<file path="config.mk">
export PLATFORM = sky130hd
export DESIGN_NAME = down_counter_elapsed_ms
export DESIGN_NICKNAME = d
export VERILOG_FILES = /design/src/rtl/dcem_pkg.sv /design/src/rtl/dcem_front.sv /design/src/rtl/dcem_queue.sv /design/src/rtl/dcem_div.sv /design/src/rtl/down_counter_elapsed_ms.sv
export SDC_FILE = /design/constraint.sdc
export NUM_CORES = 2
export LEC_CHECK = 0
export ABC_AREA = 1
export BUFFER_PORTS_ARGS = -buffer_cell sky130_fd_sc_hd__buf_2
export CAP_MARGIN = 15
export CELL_PAD_IN_SITES_DETAIL_PLACEMENT = 1
export CELL_PAD_IN_SITES_GLOBAL_PLACEMENT = 2
export CORE_ASPECT_RATIO = 1.5
export CORE_MARGIN = 4
export CORE_UTILIZATION = 34
export CTS_BUF_LIST = sky130_fd_sc_hd__clkbuf_16
export CTS_CLUSTER_DIAMETER = 120
export CTS_CLUSTER_SIZE = 25
export DETAILED_ROUTE_END_ITERATION = 10
export HOLD_SLACK_MARGIN = 0.08
export PLACE_DENSITY_LB_ADDON = 0.1
export SLEW_MARGIN = 40
export SYNTH_ARGS = -nofsm -noshare
export SYNTH_HDL_FRONTEND = slang
export SYNTH_SLANG_ARGS = --single-unit
</file>
<file path="constraint.sdc">
create_clock -name clock -period 10.8 [get_ports clock]
set_clock_uncertainty 0.15 [all_clocks]
set_input_delay 1.08 -clock clock [delete_from_list [all_inputs] [get_ports clock]]
set_output_delay 1.08 -clock clock [all_outputs]
set_load 0.005 [all_outputs]
</file>
<file path="src/rtl/dcem_pkg.sv">
// ----------------------------------------------------------------------------
// dcem_pkg: shared constants and types for the elapsed-milliseconds counter
// Widths of the counter reading, the tick total and the divider, and the
// reciprocal used to turn the clock frequency into ticks per millisecond.
// ----------------------------------------------------------------------------
package dcem_pkg;

   localparam int CounterBits = 24;
   localparam int TotalBits   = 64;
   localparam int ClockBits   = 32;

   // Reset frequency of the clock that drives the down counter.
   localparam logic [ClockBits-1:0] ClockHzReset = 32'd16000000;

   // floor(x / 1000) == (x * RecipMult) >> RecipShift for every 32-bit x.
   localparam logic [ClockBits-1:0] RecipMult  = 32'd2199023256;
   localparam int                   RecipShift = 41;
   localparam int                   ProdBits   = 2 * ClockBits;
   localparam int                   PerMsBits  = ProdBits - RecipShift;

   // Restoring divider: one quotient bit per step.
   localparam int DivSteps   = TotalBits;
   localparam int StepBits   = $clog2(DivSteps);
   localparam int QueueDepth = 2;
   localparam int QPtrBits   = $clog2(QueueDepth);
   localparam int QCntBits   = $clog2(QueueDepth + 1);

   typedef struct packed {
      logic full;
      logic empty;
   } q_stat_type;

endpackage

</file>
<file path="src/rtl/dcem_front.sv">
// ----------------------------------------------------------------------------
// dcem_front: reading intake and tick accumulation
// Takes counter readings, adds the elapsed ticks to the running total and
// pushes the updated total into the queue towards the divider.
// ----------------------------------------------------------------------------
module dcem_front (
   input  logic                                clock,
   input  logic                                reset,
   input  logic                                req_tvalid,
   output logic                                req_tready,
   input  logic [dcem_pkg::CounterBits-1:0]    req_tdata,   // counter_sample
   input  logic                                req_tuser,   // counter_restart
   input  dcem_pkg::q_stat_type                q_stat,
   output logic                                push,
   output logic [dcem_pkg::TotalBits-1:0]      push_data
);

   logic [dcem_pkg::TotalBits-1:0]   total_ff, total_in;
   logic [dcem_pkg::CounterBits-1:0] last_ff, last_in;
   logic [dcem_pkg::CounterBits-1:0] delta;
   logic                             accept;

   assign req_tready = !q_stat.full;
   assign accept     = req_tvalid && req_tready;

   // The counter counts down, so elapsed ticks are baseline minus reading,
   // wrapping naturally at the counter width.
   assign delta = last_ff - req_tdata;

   always_comb begin
      total_in = total_ff;
      last_in  = last_ff;
      if (accept) begin
         last_in = req_tdata;
         if (!req_tuser) begin
            total_in = total_ff + dcem_pkg::TotalBits'(delta);
         end
      end
   end

   assign push      = accept;
   assign push_data = total_in;

   always_ff @(posedge clock) begin
      if (reset) begin
         total_ff <= '0;
         last_ff  <= '0;
      end else begin
         total_ff <= total_in;
         last_ff  <= last_in;
      end
   end

endmodule

</file>
<file path="src/rtl/dcem_queue.sv">
// ----------------------------------------------------------------------------
// dcem_queue: short queue of tick totals
// Lets the intake run ahead of the divider by a couple of readings.
// ----------------------------------------------------------------------------
module dcem_queue (
   input  logic                                clock,
   input  logic                                reset,
   input  logic                                push,
   input  logic [dcem_pkg::TotalBits-1:0]      push_data,
   input  logic                                pop,
   output logic [dcem_pkg::TotalBits-1:0]      pop_data,
   output dcem_pkg::q_stat_type                q_stat
);

   logic [dcem_pkg::TotalBits-1:0] mem [dcem_pkg::QueueDepth];
   logic [dcem_pkg::QPtrBits-1:0]  wr_ptr_ff, wr_ptr_in;
   logic [dcem_pkg::QPtrBits-1:0]  rd_ptr_ff, rd_ptr_in;
   logic [dcem_pkg::QCntBits-1:0]  count_ff, count_in;

   assign q_stat.full  = (count_ff == dcem_pkg::QCntBits'(dcem_pkg::QueueDepth));
   assign q_stat.empty = (count_ff == '0);
   assign pop_data     = mem[rd_ptr_ff];

   always_comb begin
      wr_ptr_in = wr_ptr_ff;
      rd_ptr_in = rd_ptr_ff;
      count_in  = count_ff;
      if (push) begin
         wr_ptr_in = (wr_ptr_ff == dcem_pkg::QPtrBits'(dcem_pkg::QueueDepth - 1)) ?
                     '0 : wr_ptr_ff + 1'b1;
      end
      if (pop) begin
         rd_ptr_in = (rd_ptr_ff == dcem_pkg::QPtrBits'(dcem_pkg::QueueDepth - 1)) ?
                     '0 : rd_ptr_ff + 1'b1;
      end
      if (push && !pop) begin
         count_in = count_ff + 1'b1;
      end else if (pop && !push) begin
         count_in = count_ff - 1'b1;
      end
   end

   always_ff @(posedge clock) begin
      if (push) begin
         mem[wr_ptr_ff] <= push_data;
      end
   end

   always_ff @(posedge clock) begin
      if (reset) begin
         wr_ptr_ff <= '0;
         rd_ptr_ff <= '0;
         count_ff  <= '0;
      end else begin
         wr_ptr_ff <= wr_ptr_in;
         rd_ptr_ff <= rd_ptr_in;
         count_ff  <= count_in;
      end
   end

`ifndef SYNTHESIS
   a_no_overflow : assert property (@(posedge clock) disable iff (reset)
      push |-> !q_stat.full || pop)
      else $error("queue written while full");

   a_no_underflow : assert property (@(posedge clock) disable iff (reset)
      pop |-> !q_stat.empty)
      else $error("queue read while empty");
`endif

endmodule

</file>
<file path="src/rtl/dcem_div.sv">
// ----------------------------------------------------------------------------
// dcem_div: ticks-to-milliseconds divider
// Holds the clock frequency register, derives ticks per millisecond and
// divides each tick total by it, one quotient bit per cycle.
// ----------------------------------------------------------------------------
module dcem_div (
   input  logic                                clock,
   input  logic                                reset,
   input  logic                                csr_wr_en,
   input  logic [dcem_pkg::ClockBits-1:0]      csr_wr_data,
   input  dcem_pkg::q_stat_type                q_stat,
   input  logic [dcem_pkg::TotalBits-1:0]      pop_data,
   output logic                                pop,
   output logic                                rsp_tvalid,
   input  logic                                rsp_tready,
   output logic [dcem_pkg::TotalBits-1:0]      rsp_tdata
);

   typedef enum logic [1:0] {
      IDLE,
      DIVIDE,
      DONE
   } state_type;

   state_type                        state_ff;
   logic [dcem_pkg::ClockBits-1:0]   clock_hz_ff;
   logic [dcem_pkg::ProdBits-1:0]    prod_ff;
   logic [dcem_pkg::PerMsBits-1:0]   per_ms;
   logic [dcem_pkg::TotalBits-1:0]   quo_ff;
   logic [dcem_pkg::PerMsBits-1:0]   rem_ff;
   logic [dcem_pkg::StepBits-1:0]    step_ff;
   logic                             rsp_valid_ff;
   logic [dcem_pkg::TotalBits-1:0]   rsp_data_ff;
   logic [dcem_pkg::PerMsBits:0]     shifted;
   logic [dcem_pkg::PerMsBits:0]     diff;
   logic                             ge;
   logic                             out_free;

   assign per_ms = prod_ff[dcem_pkg::ProdBits-1:dcem_pkg::RecipShift];

   // A zero divisor makes every trial subtraction succeed, so the quotient
   // comes out as all ones without any special handling.
   assign shifted = {rem_ff, quo_ff[dcem_pkg::TotalBits-1]};
   assign diff    = shifted - {1'b0, per_ms};
   assign ge      = (shifted >= {1'b0, per_ms});

   assign out_free   = !rsp_valid_ff || rsp_tready;
   assign pop        = (state_ff == IDLE) && !q_stat.empty;
   assign rsp_tvalid = rsp_valid_ff;
   assign rsp_tdata  = rsp_data_ff;

   always_ff @(posedge clock) begin
      prod_ff <= dcem_pkg::ProdBits'(clock_hz_ff) * dcem_pkg::ProdBits'(dcem_pkg::RecipMult);
   end

   always_ff @(posedge clock) begin
      if (reset) begin
         clock_hz_ff <= dcem_pkg::ClockHzReset;
      end else if (csr_wr_en) begin
         clock_hz_ff <= csr_wr_data;
      end
   end

   always_ff @(posedge clock) begin
      if (reset) begin
         state_ff     <= IDLE;
         rsp_valid_ff <= 1'b0;
         step_ff      <= '0;
      end else begin
         // In DONE the output register is either still held or reloaded below.
         if (rsp_valid_ff && rsp_tready && (state_ff != DONE)) begin
            rsp_valid_ff <= 1'b0;
         end
         case (state_ff)
            IDLE: begin
               if (!q_stat.empty) begin
                  quo_ff   <= pop_data;
                  rem_ff   <= '0;
                  step_ff  <= '0;
                  state_ff <= DIVIDE;
               end
            end
            DIVIDE: begin
               quo_ff  <= {quo_ff[dcem_pkg::TotalBits-2:0], ge};
               rem_ff  <= ge ? diff[dcem_pkg::PerMsBits-1:0] : shifted[dcem_pkg::PerMsBits-1:0];
               step_ff <= step_ff + 1'b1;
               if (step_ff == dcem_pkg::StepBits'(dcem_pkg::DivSteps - 1)) begin
                  state_ff <= DONE;
               end
            end
            DONE: begin
               if (out_free) begin
                  rsp_data_ff  <= quo_ff;
                  rsp_valid_ff <= 1'b1;
                  state_ff     <= IDLE;
               end
            end
            default: begin
               state_ff <= IDLE;
            end
         endcase
      end
   end

`ifndef SYNTHESIS
   a_pop_when_idle : assert property (@(posedge clock) disable iff (reset)
      pop |=> state_ff == DIVIDE)
      else $error("divider did not start after taking a total");

   a_result_from_done : assert property (@(posedge clock) disable iff (reset)
      $rose(rsp_valid_ff) |-> $past(state_ff == DONE))
      else $error("result presented without a finished division");
`endif

endmodule

</file>
<file path="src/rtl/down_counter_elapsed_ms.sv">
// ----------------------------------------------------------------------------
// down_counter_elapsed_ms: milliseconds elapsed from down-counter readings
// Accumulates elapsed ticks from successive readings of a free-running down
// counter and reports the total in milliseconds for every reading.
// ----------------------------------------------------------------------------
//  Channel   Direction  Payload
//  req_      in         tdata: counter_sample [23:0]; tuser: counter_restart
//  rsp_      out        tdata: elapsed_ms [63:0]
//  csr_      in         csr_wr_data: clock_hz [31:0], written when csr_wr_en
//
// Each result passes the divider states in order: IDLE fetches a total from the
// queue, DIVIDE runs 64 restoring steps of one quotient bit each, and DONE hands
// the result to the output register; that divider sets the sustained rate.
// The intake accepts a reading per cycle until the two-entry queue fills.
// A stalled result waits in the output register while the queue keeps filling.
// Reset is synchronous; it clears the totals and loads clock_hz with 16 MHz.
// ----------------------------------------------------------------------------
module down_counter_elapsed_ms (
   input  logic                                clock,
   input  logic                                reset,
   input  logic                                req_tvalid,
   output logic                                req_tready,
   input  logic [23:0]                         req_tdata,   // [23:0] counter_sample
   input  logic                                req_tuser,   // [0] counter_restart
   output logic                                rsp_tvalid,
   input  logic                                rsp_tready,
   output logic [63:0]                         rsp_tdata,   // [63:0] elapsed_ms
   input  logic                                csr_wr_en,
   input  logic [31:0]                         csr_wr_data
);

   dcem_pkg::q_stat_type              q_stat;
   logic                              push;
   logic [dcem_pkg::TotalBits-1:0]    push_data;
   logic                              pop;
   logic [dcem_pkg::TotalBits-1:0]    pop_data;

   dcem_front u_front (
      .clock      (clock),
      .reset      (reset),
      .req_tvalid (req_tvalid),
      .req_tready (req_tready),
      .req_tdata  (req_tdata[dcem_pkg::CounterBits-1:0]),
      .req_tuser  (req_tuser),
      .q_stat     (q_stat),
      .push       (push),
      .push_data  (push_data)
   );

   dcem_queue u_queue (
      .clock     (clock),
      .reset     (reset),
      .push      (push),
      .push_data (push_data),
      .pop       (pop),
      .pop_data  (pop_data),
      .q_stat    (q_stat)
   );

   dcem_div u_div (
      .clock       (clock),
      .reset       (reset),
      .csr_wr_en   (csr_wr_en),
      .csr_wr_data (csr_wr_data),
      .q_stat      (q_stat),
      .pop_data    (pop_data),
      .pop         (pop),
      .rsp_tvalid  (rsp_tvalid),
      .rsp_tready  (rsp_tready),
      .rsp_tdata   (rsp_tdata)
   );

endmodule
</file>
==> impl_metrics.py <==
metrics = {
    "status": {
        "status": "finished clean",
    },
    "cells_and_area": {
        "instances_no_fill": 5790,
        "syn_to_final_growth_pct": 8.207,
        "design_area_mm2": 0.03981,
        "layout.nets": 5181,
        "drive_above_1_share_pct": 5.510,
    },
    "die": {
        "die_y_um": 410.9,
        "die_area_mm2": 0.1136,
        "start_util_pct": 34.31,
        "rows": 147,
        "die_w_um": 276.6,
        "io_pins": 128,
        "core-area_mm2": 0.1072,
    },
    "synthesis": {
        "synth-simple-area-share_pct": 15.52,
        "ys_ff_latch": 436,
        "synth_area_per_cell_um2": 8.641,
        "synthMuxAreaShare_pct": 0.02721,
        "synth.net_count": 5080,
        "synth_compound_area_share_pct": 8.867,
        "ys_types": 55,
        "synth.largest_area_cell": "edfxtp_1",
        "synthesis.area_mm2": 0.03679,
        "yosysWarnings": 0,
        "synth_edf_count": 279,
        "synth_commonest_cells": "inv_1, nand2_1, ha_1, nor2_1, fa_1",
        "ys_seq_area_share_pct": 31.32,
        "synthAdderAreaFrac_pct": 32.03,
        "synth_top_family_by_area": "adder cells",
        "synthXorXnorAreaFrac_pct": 1.684,
        "netlist_instances": 4257,
        "post-synth-top-count-cell": "inv_1",
        "synthArstFlopShare_pct": 0,
        "synth_ff_type": "edfxtp_1",
        "synthTopCellsByArea": "edfxtp_1, fa_1, ha_1, inv_1, dfxtp_1",
        "yosysTopAreaCellShare_pct": 22.77,
    },
    "timing": {
        "tightestPinTransition_ns": 0.8506,
        "drv_slew": 0,
        "totalNegativeSetupSlack_ns": 0,
        "min_period_over_period_pct": 67.56,
        "fmax_ghz": 0.1370,
        "setup_viol": 0,
        "slew_headroom_pct": 43.22,
        "fin_crit_ns": 7.297,
        "hold_viol": 0,
        "rsz0062_at_grt": "no",
    },
    "critical_path": {
        "critPathCaptureType": "register",
        "critPathKind": "register to register",
        "path_buf_inv": 4,
        "rr_worst_depth": 20,
        "crit_top_cell": "fa_1",
        "r2r_slack_ns": 3.50,
        "worst_path_largest_cell_delay_ns": 0.88,
        "arrival_ns": 7.68,
        "cp.required_ns": 11.18,
        "worstSetupStartpointType": "register",
        "r2r-end": "u_div.prod_ff[52]",
        "cp_max_fo": 12,
        "worstPathCellList": "ha_1 -> fa_1 -> fa_1 -> inv_1 -> fa_1 -> inv_1 -> fa_1 -> fa_1 -> fa_1 -> inv_1 -> fa_1 -> inv_1 -> ha_1 -> nand2_1 -> nor2_1 -> nand2_1 -> nor3_1 -> o21ai_0 -> nand3_1 -> xor2_1",
        "slowest_stage": "dfxtp_1",
        "crit_start": "u_div.clock_hz_ff[9]",
        "worst_path_dominant_cell_family": "adder cells",
        "reg2reg_from": "u_div.clock_hz_ff[9]",
    },
    "route": {
        "drc": 0,
        "drtPass1Iterations": 6,
        "first_iter_violations": 1056,
        "wl_per_cell_um": 21.27,
        "drt-total-wl_um": 123200,
        "viasPerCell": 4.821,
        "vias": 27910,
        "final_antenna_net_count": 0,
    },
    "clock_network": {
        "postCtsSetupBuffers": 0,
        "cts_num_sinks": 436,
        "clk_path_buf_depth": 3,
        "numCtsBuffers": 23,
        "cts_resized": 0,
        "holdBufCountCts": 0,
        "cts_htree_levels": 1,
        "clk_pin_slew_worst_paths_ns": 0.11,
        "cts_root_buf": "clkbuf_16",
        "cts_tree": "built",
        "clock_latency_ns": 0.63,
    },
    "hold_path": {
        "min_path_cells": 0,
        "min_path_type": "register to register",
        "holdPathEnd": "u_div.rsp_tdata[12]",
        "hold_start": "u_div.quo_ff[12]",
    },
    "placement": {
        "dp.cells": 5748,
        "dpl_cell_area_mm2": 0.03909,
        "portBuffers": 127,
        "place_congestion": 0.8990,
        "hpwl_um": 104700,
    },
    "grt": {
        "grt_first_pass_wirelength_um": 188600,
        "grt_pass1_vias": 31320,
        "antenna_found_initial": 1,
        "overflow": 0,
        "grt_usage_pct": 21.70,
        "grt_start_max_net_pins": 96,
    },
    "flow_run": {
        "drv_cap": 0,
    },
}
[layout by cell type, fill, tap and decap left out, drive strengths merged]
master / n
inv: 971
nand2: 741
ha: 460
nor2: 336
o21ai: 303
fa: 301
edfxtp: 279
a21oi: 240
dfxtp: 157
buf: 145
nand3: 143
nor3: 56
nand4: 41
xor2: 35
xnor2: 34
clkbuf: 23
o21bai: 21
or2: 14
nor4: 12
a21o: 11
a21boi: 10
a211oi: 7
and2: 7
o21a: 6
o211ai: 4
a31oi: 3
nand3b: 3
o221ai: 2
a221oi: 2
clkinv: 2
diode: 1
o211a: 1
a2111oi: 1
mux2i: 1
and3: 1
o22ai: 1
[registers in the layout (all words and copies together) (netlist names), named ones only]
register / flops
u_div.rsp_tvalid: 1
u_queue.mem: 128
u_front.total_ff: 64
u_queue.wr_ptr_ff: 1
u_div.rsp_tdata: 64
u_front.last_ff: 24
u_div.clock_hz_ff: 32
u_div.rem_ff: 23
u_queue.count_ff: 2
u_div.step_ff: 6
u_div.prod_ff: 23
u_div.quo_ff: 64
u_div.state_ff: 2
u_queue.rd_ptr_ff: 1
[layout make-up]
cell class	instances	area, µm²
inverter	955	3585
sequential	436	11520
clock buffer	23	575.6
multi-input combinational	2797	21420
fill	12650	67420
timing repair buffer	145	792.0
antenna	1	2.502
clock inverter	18	137.6
tap	1415	1770
[per-stage QoR]
step	utilization [%]	setup WS, ns	hold slack (ns)
6_report	37.12	3.503	0.2944
5_1_grt	37.12	3.236	0.2882
4_1_cts	37.12	3.452	0.2734
3_5_place_dp	36.45	3.420	0.2879
3_3_place_gp	36.44	3.478	0.2831
2_1_floorplan	-	2.529	0.2757
[kinds of logic (layout without fill, tap and decap cells)]
family | Yosys count | in the layout
buf+inv | 1024 | 1141
simple gates | 1354 | 1354
other cells | 0 | 1
fa+ha+maj | 761 | 761
xor+xnor | 69 | 69
compound gates | 612 | 612
mux | 1 | 1
flops | 436 | 436
[worst max-delay path by stage]
stage                     slack, ns            endpoint  depth (start not counted)
after detailed placement       3.42   u_div.prod_ff[44]                         24
after global placement         3.48   u_div.prod_ff[44]                         24
after CTS                      3.45   u_div.prod_ff[44]                         24
after floorplan                2.53  u_div.rsp_tdata[0]                          3
final                          3.50   u_div.prod_ff[52]                         20
after global routing           3.24   u_div.prod_ff[44]                         24
[metal layers]
layer	global-route usage [%]	share of wire (%)	vias up
met2	44.82	57	283
li1	-	-	13730
met5	0	0	-
met4	7.764	4.3	0
met3	1.328	1.7	141
met1	22.75	37	13760
Power is left out: the tool's default activity adds up to more than one toggle a clock period on the data nets, which glitch-free logic cannot reach.
